==> config.mk <==
export PLATFORM = sky130hd
export DESIGN_NAME = box_point_inside_nearby_counter
export DESIGN_NICKNAME = d
export VERILOG_FILES = /design/src/hdl/bpinc_pkg.sv /design/src/hdl/box_point_inside_nearby_counter.sv /design/src/hdl/bpinc_cfg.sv /design/src/hdl/bpinc_classify.sv /design/src/hdl/bpinc_accum.sv
export SDC_FILE = /design/constraint.sdc
export NUM_CORES = 2
export LEC_CHECK = 0
export BUFFER_PORTS_ARGS = -buffer_cell sky130_fd_sc_hd__clkbuf_2
export CAP_MARGIN = 30
export CORE_ASPECT_RATIO = 1.75
export CORE_MARGIN = 2
export CORE_UTILIZATION = 45
export CTS_CLUSTER_DIAMETER = 80
export CTS_CLUSTER_SIZE = 30
export DETAILED_ROUTE_END_ITERATION = 10
export GPL_TIMING_DRIVEN = 1
export PLACE_DENSITY = 0.75
export SKIP_CTS_REPAIR_TIMING = 1
export SLEW_MARGIN = 15
export SYNTH_ARGS = -nofsm -noshare
export SYNTH_HDL_FRONTEND = slang
export SYNTH_SLANG_ARGS = --single-unit
==> constraint.sdc <==
create_clock -name clk -period 15.7 [get_ports clk]
set_input_delay 3.14 -clock clk [delete_from_list [all_inputs] [get_ports clk]]
set_output_delay 3.14 -clock clk [all_outputs]
set_load 0.1 [all_outputs]
==> src/hdl/bpinc_pkg.sv <==
`timescale 1ns / 1ps
// ----------------------------------------------------------------------------
// Box point counter package
// Shared widths, register indexes and payload types of the box point
// inside/nearby counter.
// ----------------------------------------------------------------------------
package bpinc_pkg;

  localparam int COORD_BITS = 24;
  localparam int COUNT_BITS = 20;
  localparam int SIZE_BITS  = COORD_BITS - 1;
  // Compare width: twice a coordinate, or a size plus twice the margin, with sign.
  localparam int CMP_BITS   = COORD_BITS + 3;
  localparam int CFG_IDX_BITS = 3;
  localparam int NUM_AXES   = 3;

  localparam logic [CFG_IDX_BITS-1:0] REG_BOX_SIZE_X    = 3'd0;
  localparam logic [CFG_IDX_BITS-1:0] REG_BOX_SIZE_Y    = 3'd1;
  localparam logic [CFG_IDX_BITS-1:0] REG_BOX_SIZE_Z    = 3'd2;
  localparam logic [CFG_IDX_BITS-1:0] REG_NEARBY_MARGIN = 3'd3;
  localparam logic [CFG_IDX_BITS-1:0] REG_GROUND_MODE   = 3'd4;

  localparam logic [SIZE_BITS-1:0] BOX_SIZE_RST = SIZE_BITS'(1000);
  localparam logic [SIZE_BITS-1:0] MARGIN_RST   = SIZE_BITS'(250);

  localparam logic [COUNT_BITS-1:0] COUNT_MAX = {COUNT_BITS{1'b1}};
  localparam logic signed [COORD_BITS-1:0] COORD_MAX = {1'b0, {(COORD_BITS-1){1'b1}}};
  localparam logic signed [COORD_BITS-1:0] COORD_MIN = {1'b1, {(COORD_BITS-1){1'b0}}};

  typedef struct packed {
    logic signed [COORD_BITS-1:0] point_x;
    logic signed [COORD_BITS-1:0] point_y;
    logic signed [COORD_BITS-1:0] point_z;
    logic                         has_point;
    logic                         last_point;
  } point_t;

  typedef struct packed {
    logic [COUNT_BITS-1:0]        inside_count;
    logic [COUNT_BITS-1:0]        nearby_count;
    logic signed [COORD_BITS-1:0] inside_min_x;
    logic signed [COORD_BITS-1:0] inside_min_y;
    logic signed [COORD_BITS-1:0] inside_min_z;
    logic signed [COORD_BITS-1:0] inside_max_x;
    logic signed [COORD_BITS-1:0] inside_max_y;
    logic signed [COORD_BITS-1:0] inside_max_z;
  } result_t;

  typedef struct packed {
    logic [SIZE_BITS-1:0] box_size_x;
    logic [SIZE_BITS-1:0] box_size_y;
    logic [SIZE_BITS-1:0] box_size_z;
    logic [SIZE_BITS-1:0] nearby_margin;
    logic                 ground_mode;
  } cfg_t;

  typedef struct packed {
    logic in_box;
    logic nearby;
  } class_t;

endpackage

==> src/hdl/box_point_inside_nearby_counter.sv <==
`timescale 1ns / 1ps
// ----------------------------------------------------------------------------
// Box point inside/nearby counter
// Counts points of a cloud that fall inside a centred box or its margin shell
// and reports the bounding box of the inside points at the end of each cloud.
// ----------------------------------------------------------------------------
// The block takes one point per clock cycle except while the stall described
// below holds. Every transfer on the input channel goes into an input
// register; from there the point is classified, the running tallies and
// bounds are updated, and an item that closes the cloud loads the result
// register, from which the result is offered to the consumer. A point
// is inside when on every axis -size/2 <= p <= size/2, and nearby when it is
// not inside but lies within the box widened by the margin on every side;
// with ground mode set the widening below the box on z is dropped. Counts
// saturate at their all-ones value, and when no point was inside the bounds
// read back as the largest positive minimum and the most negative maximum.
// The input side only stalls when a closing item finds the result register
// still holding a result that has not been taken. Configuration is meant to be
// written between clouds, while no item is in flight; the write channel is
// always ready and takes effect on the next cycle.
// ----------------------------------------------------------------------------
module box_point_inside_nearby_counter (
  input  logic                                clk,
  input  logic                                rst_n,
  input  logic                                in_valid,
  output logic                                in_ready,
  input  bpinc_pkg::point_t                   in_data,
  output logic                                out_valid,
  input  logic                                out_ready,
  output bpinc_pkg::result_t                  out_data,
  input  logic                                cfg_valid,
  output logic                                cfg_ready,
  input  logic [bpinc_pkg::CFG_IDX_BITS-1:0]  cfg_index,
  input  logic [bpinc_pkg::SIZE_BITS-1:0]     cfg_wdata
);

  bpinc_pkg::cfg_t   cfg;
  bpinc_pkg::class_t cls;
  bpinc_pkg::point_t pt_r;
  logic              pt_valid_r, pt_valid_nxt;
  logic              slot_free;
  logic              fire;
  logic              in_xfer;

  // Configuration writes are accepted in every cycle.
  assign cfg_ready = 1'b1;

  bpinc_cfg u_cfg (
    .clk       (clk),
    .rst_n     (rst_n),
    .cfg_valid (cfg_valid),
    .cfg_index (cfg_index),
    .cfg_wdata (cfg_wdata),
    .cfg       (cfg)
  );

  // The registered item is processed unless it closes a cloud and the result
  // register is still occupied by a result the consumer has not taken.
  assign fire     = pt_valid_r && (!pt_r.last_point || slot_free);
  assign in_ready = !pt_valid_r || fire;
  assign in_xfer  = in_valid && in_ready;

  assign pt_valid_nxt = in_xfer || (pt_valid_r && !fire);

  always_ff @(posedge clk) begin
    if (!rst_n) begin
      pt_valid_r <= 1'b0;
    end else begin
      pt_valid_r <= pt_valid_nxt;
    end
  end

  always_ff @(posedge clk) begin
    if (in_xfer) begin
      pt_r <= in_data;
    end
  end

  bpinc_classify u_classify (
    .pt  (pt_r),
    .cfg (cfg),
    .cls (cls)
  );

  bpinc_accum u_accum (
    .clk       (clk),
    .rst_n     (rst_n),
    .fire      (fire),
    .pt        (pt_r),
    .cls       (cls),
    .out_ready (out_ready),
    .out_valid (out_valid),
    .out_data  (out_data),
    .slot_free (slot_free)
  );

endmodule

==> src/hdl/bpinc_cfg.sv <==
`timescale 1ns / 1ps
// ----------------------------------------------------------------------------
// Box point counter configuration registers
// Holds the box sizes, the nearby margin and the ground mode flag.
// ----------------------------------------------------------------------------
module bpinc_cfg (
  input  logic                                clk,
  input  logic                                rst_n,
  input  logic                                cfg_valid,
  input  logic [bpinc_pkg::CFG_IDX_BITS-1:0]  cfg_index,
  input  logic [bpinc_pkg::SIZE_BITS-1:0]     cfg_wdata,
  output bpinc_pkg::cfg_t                     cfg
);

  bpinc_pkg::cfg_t cfg_r;
  bpinc_pkg::cfg_t cfg_nxt;

  always_comb begin
    cfg_nxt = cfg_r;
    if (cfg_valid) begin
      unique case (cfg_index)
        bpinc_pkg::REG_BOX_SIZE_X:    cfg_nxt.box_size_x    = cfg_wdata;
        bpinc_pkg::REG_BOX_SIZE_Y:    cfg_nxt.box_size_y    = cfg_wdata;
        bpinc_pkg::REG_BOX_SIZE_Z:    cfg_nxt.box_size_z    = cfg_wdata;
        bpinc_pkg::REG_NEARBY_MARGIN: cfg_nxt.nearby_margin = cfg_wdata;
        bpinc_pkg::REG_GROUND_MODE:   cfg_nxt.ground_mode   = cfg_wdata[0];
        default: ;  // Unknown indexes are ignored.
      endcase
    end
  end

  always_ff @(posedge clk) begin
    if (!rst_n) begin
      cfg_r.box_size_x    <= bpinc_pkg::BOX_SIZE_RST;
      cfg_r.box_size_y    <= bpinc_pkg::BOX_SIZE_RST;
      cfg_r.box_size_z    <= bpinc_pkg::BOX_SIZE_RST;
      cfg_r.nearby_margin <= bpinc_pkg::MARGIN_RST;
      cfg_r.ground_mode   <= 1'b0;
    end else begin
      cfg_r <= cfg_nxt;
    end
  end

  assign cfg = cfg_r;

endmodule

==> src/hdl/bpinc_classify.sv <==
`timescale 1ns / 1ps
// ----------------------------------------------------------------------------
// Box point counter classifier
// Decides whether a point lies inside the box or in the margin shell.
// ----------------------------------------------------------------------------
module bpinc_classify (
  input  bpinc_pkg::point_t pt,
  input  bpinc_pkg::cfg_t   cfg,
  output bpinc_pkg::class_t cls
);

  localparam int W = bpinc_pkg::CMP_BITS;

  logic signed [bpinc_pkg::COORD_BITS-1:0] p   [bpinc_pkg::NUM_AXES];
  logic [bpinc_pkg::SIZE_BITS-1:0]         sz  [bpinc_pkg::NUM_AXES];
  logic signed [W-1:0]                     tp  [bpinc_pkg::NUM_AXES];
  logic signed [W-1:0]                     s_w [bpinc_pkg::NUM_AXES];
  logic signed [W-1:0]                     n_hi[bpinc_pkg::NUM_AXES];
  logic signed [W-1:0]                     n_lo[bpinc_pkg::NUM_AXES];
  logic [bpinc_pkg::NUM_AXES-1:0]          in_ax;
  logic [bpinc_pkg::NUM_AXES-1:0]          nb_ax;
  logic signed [W-1:0]                     m2;

  assign p[0]  = pt.point_x;
  assign p[1]  = pt.point_y;
  assign p[2]  = pt.point_z;
  assign sz[0] = cfg.box_size_x;
  assign sz[1] = cfg.box_size_y;
  assign sz[2] = cfg.box_size_z;

  // Both sides are doubled so that odd sizes need no rounding.
  assign m2 = W'({cfg.nearby_margin, 1'b0});

  always_comb begin
    for (int i = 0; i < bpinc_pkg::NUM_AXES; i++) begin
      tp[i]   = W'(p[i]) <<< 1;
      s_w[i]  = W'(sz[i]);
      n_hi[i] = s_w[i] + m2;
      n_lo[i] = -n_hi[i];
      if (i == 2 && cfg.ground_mode) begin
        n_lo[i] = -s_w[i];
      end
      in_ax[i] = (tp[i] >= -s_w[i]) && (tp[i] <= s_w[i]);
      nb_ax[i] = (tp[i] >= n_lo[i]) && (tp[i] <= n_hi[i]);
    end
    cls.in_box = &in_ax;
    cls.nearby = &nb_ax;
  end

endmodule

==> src/hdl/bpinc_accum.sv <==
`timescale 1ns / 1ps
// ----------------------------------------------------------------------------
// Box point counter accumulator
// Keeps the tallies and the inside bounding box and holds the result register.
// ----------------------------------------------------------------------------
module bpinc_accum (
  input  logic                clk,
  input  logic                rst_n,
  input  logic                fire,
  input  bpinc_pkg::point_t   pt,
  input  bpinc_pkg::class_t   cls,
  input  logic                out_ready,
  output logic                out_valid,
  output bpinc_pkg::result_t  out_data,
  output logic                slot_free
);

  logic [bpinc_pkg::COUNT_BITS-1:0]        in_tally_r, in_tally_nxt;
  logic [bpinc_pkg::COUNT_BITS-1:0]        nb_tally_r, nb_tally_nxt;
  logic signed [bpinc_pkg::COORD_BITS-1:0] lo_r [bpinc_pkg::NUM_AXES];
  logic signed [bpinc_pkg::COORD_BITS-1:0] hi_r [bpinc_pkg::NUM_AXES];
  logic signed [bpinc_pkg::COORD_BITS-1:0] lo_upd [bpinc_pkg::NUM_AXES];
  logic signed [bpinc_pkg::COORD_BITS-1:0] hi_upd [bpinc_pkg::NUM_AXES];
  logic signed [bpinc_pkg::COORD_BITS-1:0] p [bpinc_pkg::NUM_AXES];
  logic                                    take_in;
  logic                                    take_nb;
  logic                                    emit;
  logic                                    out_valid_r, out_valid_nxt;
  bpinc_pkg::result_t                      out_data_r, out_data_nxt;

  assign p[0] = pt.point_x;
  assign p[1] = pt.point_y;
  assign p[2] = pt.point_z;

  assign take_in = fire && pt.has_point && cls.in_box;
  assign take_nb = fire && pt.has_point && !cls.in_box && cls.nearby;
  assign emit    = fire && pt.last_point;

  always_comb begin
    in_tally_nxt = in_tally_r;
    nb_tally_nxt = nb_tally_r;
    if (take_in && in_tally_r != bpinc_pkg::COUNT_MAX) begin
      in_tally_nxt = in_tally_r + {{(bpinc_pkg::COUNT_BITS-1){1'b0}}, 1'b1};
    end
    if (take_nb && nb_tally_r != bpinc_pkg::COUNT_MAX) begin
      nb_tally_nxt = nb_tally_r + {{(bpinc_pkg::COUNT_BITS-1){1'b0}}, 1'b1};
    end
    for (int i = 0; i < bpinc_pkg::NUM_AXES; i++) begin
      lo_upd[i] = lo_r[i];
      hi_upd[i] = hi_r[i];
      if (take_in && p[i] < lo_r[i]) lo_upd[i] = p[i];
      if (take_in && p[i] > hi_r[i]) hi_upd[i] = p[i];
    end
  end

  // The result carries the totals including a point on the closing item.
  always_comb begin
    out_data_nxt = out_data_r;
    if (emit) begin
      out_data_nxt.inside_count = in_tally_nxt;
      out_data_nxt.nearby_count = nb_tally_nxt;
      out_data_nxt.inside_min_x = lo_upd[0];
      out_data_nxt.inside_min_y = lo_upd[1];
      out_data_nxt.inside_min_z = lo_upd[2];
      out_data_nxt.inside_max_x = hi_upd[0];
      out_data_nxt.inside_max_y = hi_upd[1];
      out_data_nxt.inside_max_z = hi_upd[2];
    end
  end

  assign slot_free     = !out_valid_r || out_ready;
  assign out_valid_nxt = emit || (out_valid_r && !out_ready);

  always_ff @(posedge clk) begin
    if (!rst_n) begin
      in_tally_r  <= '0;
      nb_tally_r  <= '0;
      out_valid_r <= 1'b0;
      for (int i = 0; i < bpinc_pkg::NUM_AXES; i++) begin
        lo_r[i] <= bpinc_pkg::COORD_MAX;
        hi_r[i] <= bpinc_pkg::COORD_MIN;
      end
    end else begin
      out_valid_r <= out_valid_nxt;
      if (emit) begin
        in_tally_r <= '0;
        nb_tally_r <= '0;
        for (int i = 0; i < bpinc_pkg::NUM_AXES; i++) begin
          lo_r[i] <= bpinc_pkg::COORD_MAX;
          hi_r[i] <= bpinc_pkg::COORD_MIN;
        end
      end else begin
        in_tally_r <= in_tally_nxt;
        nb_tally_r <= nb_tally_nxt;
        for (int i = 0; i < bpinc_pkg::NUM_AXES; i++) begin
          lo_r[i] <= lo_upd[i];
          hi_r[i] <= hi_upd[i];
        end
      end
    end
  end

  always_ff @(posedge clk) begin
    out_data_r <= out_data_nxt;
  end

  assign out_valid = out_valid_r;
  assign out_data  = out_data_r;

endmodule
==> run summary <==
Placement Rows = 141
MaxCap Viol Count = 0
Top Family by Delay on Critical Path = simple AND/OR/NAND/NOR gates
DR WL/cell = 21.0 um
sequential area share after synthesis = 38.7%
RSZ-0062 raised after global routing = no
Distinct cells, synth = 107
CP cell instances = ha_1 > a21o_1 > a311o_1 > a211oi_1 > nand2_1 > xnor2_1 > and2_1 > nand4b_1 > nor4_1 > xnor2_1 > ha_1 > and3_1 > and3_1 > a221oi_1 > o21ai_1 > or4_1 > a211oi_2 > nand4_2 > nor3_1 > xor2_1
DP Wirelength = 88.4 mm
Die H = 389 um
Antenna Nets Post-Route = 0
starting density of the core = 45.3%
CTS tree = done
first-pass GRT wire length = 175 mm
Sequential Power Share = 53.5%
# setup viols final = 0
full die area = 0.0873 mm^2
Total Routing Usage GR = 25.6%
TNS Setup = 0 ns
fraction of layout cells with a size suffix above 1 = 10.5%
pin slew with the least headroom to its limit = 1.03 ns
clk slew on worst S/H paths = 0.11 ns
Detailed Route Iter0 Violations = 2292
switch share = 31.2%
vias in the first global route = 31.8k
CP endpoint kind = register
DR DRC count = 0
Worst path max stage delay = 0.64 ns
# H-tree levels = 1
WP data required = 16.05 ns
fin crit period = 7.59 ns
CP Buf/Inv Count = 0
leakage power = 0.0176 uW
Comb pwr share = 17.6%
dpl ws = 8.18 ns
peak supply drop = 0.107 mV
Buffers on Ports = 290
Hold Violations, Final = 0
CP Launch Type = register
Final WS setup = 8.11 ns
drt first pass iters = 8
flops & latches, synth = 537
switching pwr = 952 uW
clock power share = 28.9%
Synth Cell Area = 0.0382 mm^2
Int Pwr = 2100 uW
WS Path Type = register to register
area of the multi-input gates = 0.0224 mm^2
synth warn = 0
CP arrival = 7.95 ns
largest net degree at the start of global routing = 98
fmax = 132 MHz
CTS Buffer Depth = 3
final WL = 115 mm
synthesis-to-finish area growth = 10.7%
Die Wd = 224 um
fin crit share = 48.4%
Ports = 292
Vias = 32.6k
most frequently used flop master after synthesis = edfxtp_1
Hold Crit Class = register to register
Post-synth EDFFs = 402
Post-synth ARST share = 0%
RePlAce Congestion = 0.972
outcome = completed
Seq. cell area = 0.0148 mm^2
total CTS buffers = 27
core box area = 0.0843 mm^2
initial antenna violation count = 4
Pwr per Cell Area = 72.1 mW/mm^2
Cells after Synth = 4034
Max-slew headroom = 31.2%
Overflow after GRT = 0
Synth Area per Inst = 9.46 um^2
Setup Skew = 0.0594 ns
slowest CP cell = nand4_2
drt via density = 5.95
clk_lat worst skew = 0.65 ns
Slew Limit Fails = 0
CP max FO = 19
Sink Count = 537
CTS root buf = clkbuf_16
# fillers = 7780
fin nets = 4996
-- metrics by stage --
stage	instances	hold slack [ns]	util, %	instance area (um^2)	power, uW
after floorplan	4178	0.435	-	38700	2020
after global placement	5415	0.443	48.8	41200	2170
after detailed placement	5419	0.456	48.9	41200	2190
after CTS	5468	0.472	50.0	42200	3060
after global routing	5472	0.490	50.1	42200	3170
final	5476	0.468	50.1	42300	3050
-- cell usage after synthesis, types with 8 or more instances --
cell         n  area (um^2)
nand3_1    258         1290
and2_1      24          150
xnor2_1    134         1170
buf_2       27          135
nand2b_1    30          188
nor2b_1     28          175
nand2_1    460         1730
a221oi_1    12          105
ha_1       506         6330
inv_1      278         1040
dfxtp_1    135         2700
or4_1       12         90.1
mux2i_1     34          340
and3_1      49          307
a211oi_1    43          323
nand3b_1    10         75.1
nor4_1      33          206
o211ai_1   114          856
and4_1      15          131
a21oi_1    227         1140
nand4_1     82          513
o211a_1      8         80.1
a31oi_1     13         81.3
o21ai_0    254         1270
or2_2       37          231
edfxtp_1   402        12100
clkbuf_1   112          420
nor3_1      88          440
o2111ai_1   14          123
or3_1       12         75.1
xor2_1      61          534
a211o_1      9         78.8
a21boi_0    74          556
a21o_1      91          683
a2111oi_0   12          105
o21a_1      19          143
nor2_1     133          499
o31ai_1     19          143
-- cells by family (layout without fill, tap and decap cells) --
kind of cell / after synthesis / in the layout / share of synthesized area, %
compound gates: 999 / 999 / 17.2
xor+xnor: 197 / 197 / 4.56
fa+ha+maj: 511 / 511 / 16.8
buf+inv: 428 / 650 / 4.37
flops: 537 / 537 / 38.7
mux: 41 / 41 / 1.10
other cells: 1 / 149 / 0.00982
simple gates: 1320 / 1320 / 17.3
-- power by group through the flow --
stage | logic [uW] | clock network [uW] | registers [uW]
after floorplan | 317 | 0 | 1700
after detailed placement | 526 | 0 | 1660
after global placement | 513 | 0 | 1660
after CTS | 530 | 898 | 1630
after global routing | 593 | 939 | 1630
final | 536 | 882 | 1630
-- layer usage --
| metal | vias to the layer above | wire, um | share of wire [%] | global-route usage [%] |
|---|---|---|---|---|
| met5 | - | 22 | 0.019 | 0 |
| met4 | 4 | 8080 | 7.0 | 16.1 |
| met3 | 338 | 6280 | 5.5 | 3.00 |
| met2 | 1073 | 57000 | 50 | 45.7 |
| met1 | 15620 | 43500 | 38 | 29.0 |
| li1 | 15521 | - | - | - |
-- cell usage in the layout (no fill, tap or decap), types with 10 or more instances in the layout --
master,count
o21a_1,19
nand2_1,460
a31oi_1,12
buf_4,24
mux2i_1,34
nor2b_1,27
nor2_1,132
a21oi_1,227
nand3_1,257
o31ai_1,19
a21o_1,91
o2111ai_1,14
dfxtp_1,135
inv_1,278
nand4_1,82
conb_1,145
a2111oi_0,12
or4_1,12
a21boi_0,74
and2_1,23
clkbuf_2,290
o21ai_0,253
nand3b_1,10
or3_1,12
nor4_1,33
a211oi_1,41
ha_1,506
and4_1,15
clkbuf_16,28
nand2b_1,30
xnor2_1,134
and3_1,48
o211ai_1,114
or2_2,37
a221oi_1,11
edfxtp_1,402
xor2_1,61
nor3_1,88
-- area by class of cell --
class	instances	area share [%]
inverters	279	2.48
repair buffers	322	4.14
diodes	4	0.0237
multi-input cells	3213	53.0
flip-flops and latches	537	35.0
well taps	1072	3.17
clock inverters	16	0.548
clock buffers	33	1.70
-- worst register-to-register path, stage by stage, from the launching register on --
cell      delay, ns
dfxtp_1        0.53
ha_1           0.38
a21o_1         0.23
a311o_1        0.40
a211oi_1       0.54
nand2_1        0.25
xnor2_1        0.39
and2_1         0.26
nand4b_1       0.20
nor4_1         0.38
xnor2_1        0.17
ha_1           0.25
and3_1         0.19
and3_1         0.21
a221oi_1       0.26
o21ai_1        0.14
or4_1          0.53
a211oi_2       0.62
nand4_2        0.64
nor3_1         0.58
xor2_1         0.15
-- state kept, by name, indices dropped and copies added, names as in the netlist, 20 cells and up --
name and flops:
u_accum.nb_tally_r 20, u_accum.in_tally_r 20, u_accum.lo_r 72, u_accum.hi_r 72
u_accum.out_data 184, u_cfg.cfg 93, pt_r 74
-- path summary, 6_finish.rpt --
check	start	to	slack (ns)	depth (start not counted)
worst max-delay path	u_cfg.cfg[9]	u_accum.out_data[147]	8.11	20
worst min-delay path	u_accum.nb_tally_r[4]	u_accum.nb_tally_r[4]	0.47	2
worst max register to register	u_cfg.cfg[9]	u_accum.out_data[147]	8.11	20
worst min register to register	u_accum.nb_tally_r[4]	u_accum.nb_tally_r[4]	0.47	2
Note: power is estimated with default switching activity, not from simulation.
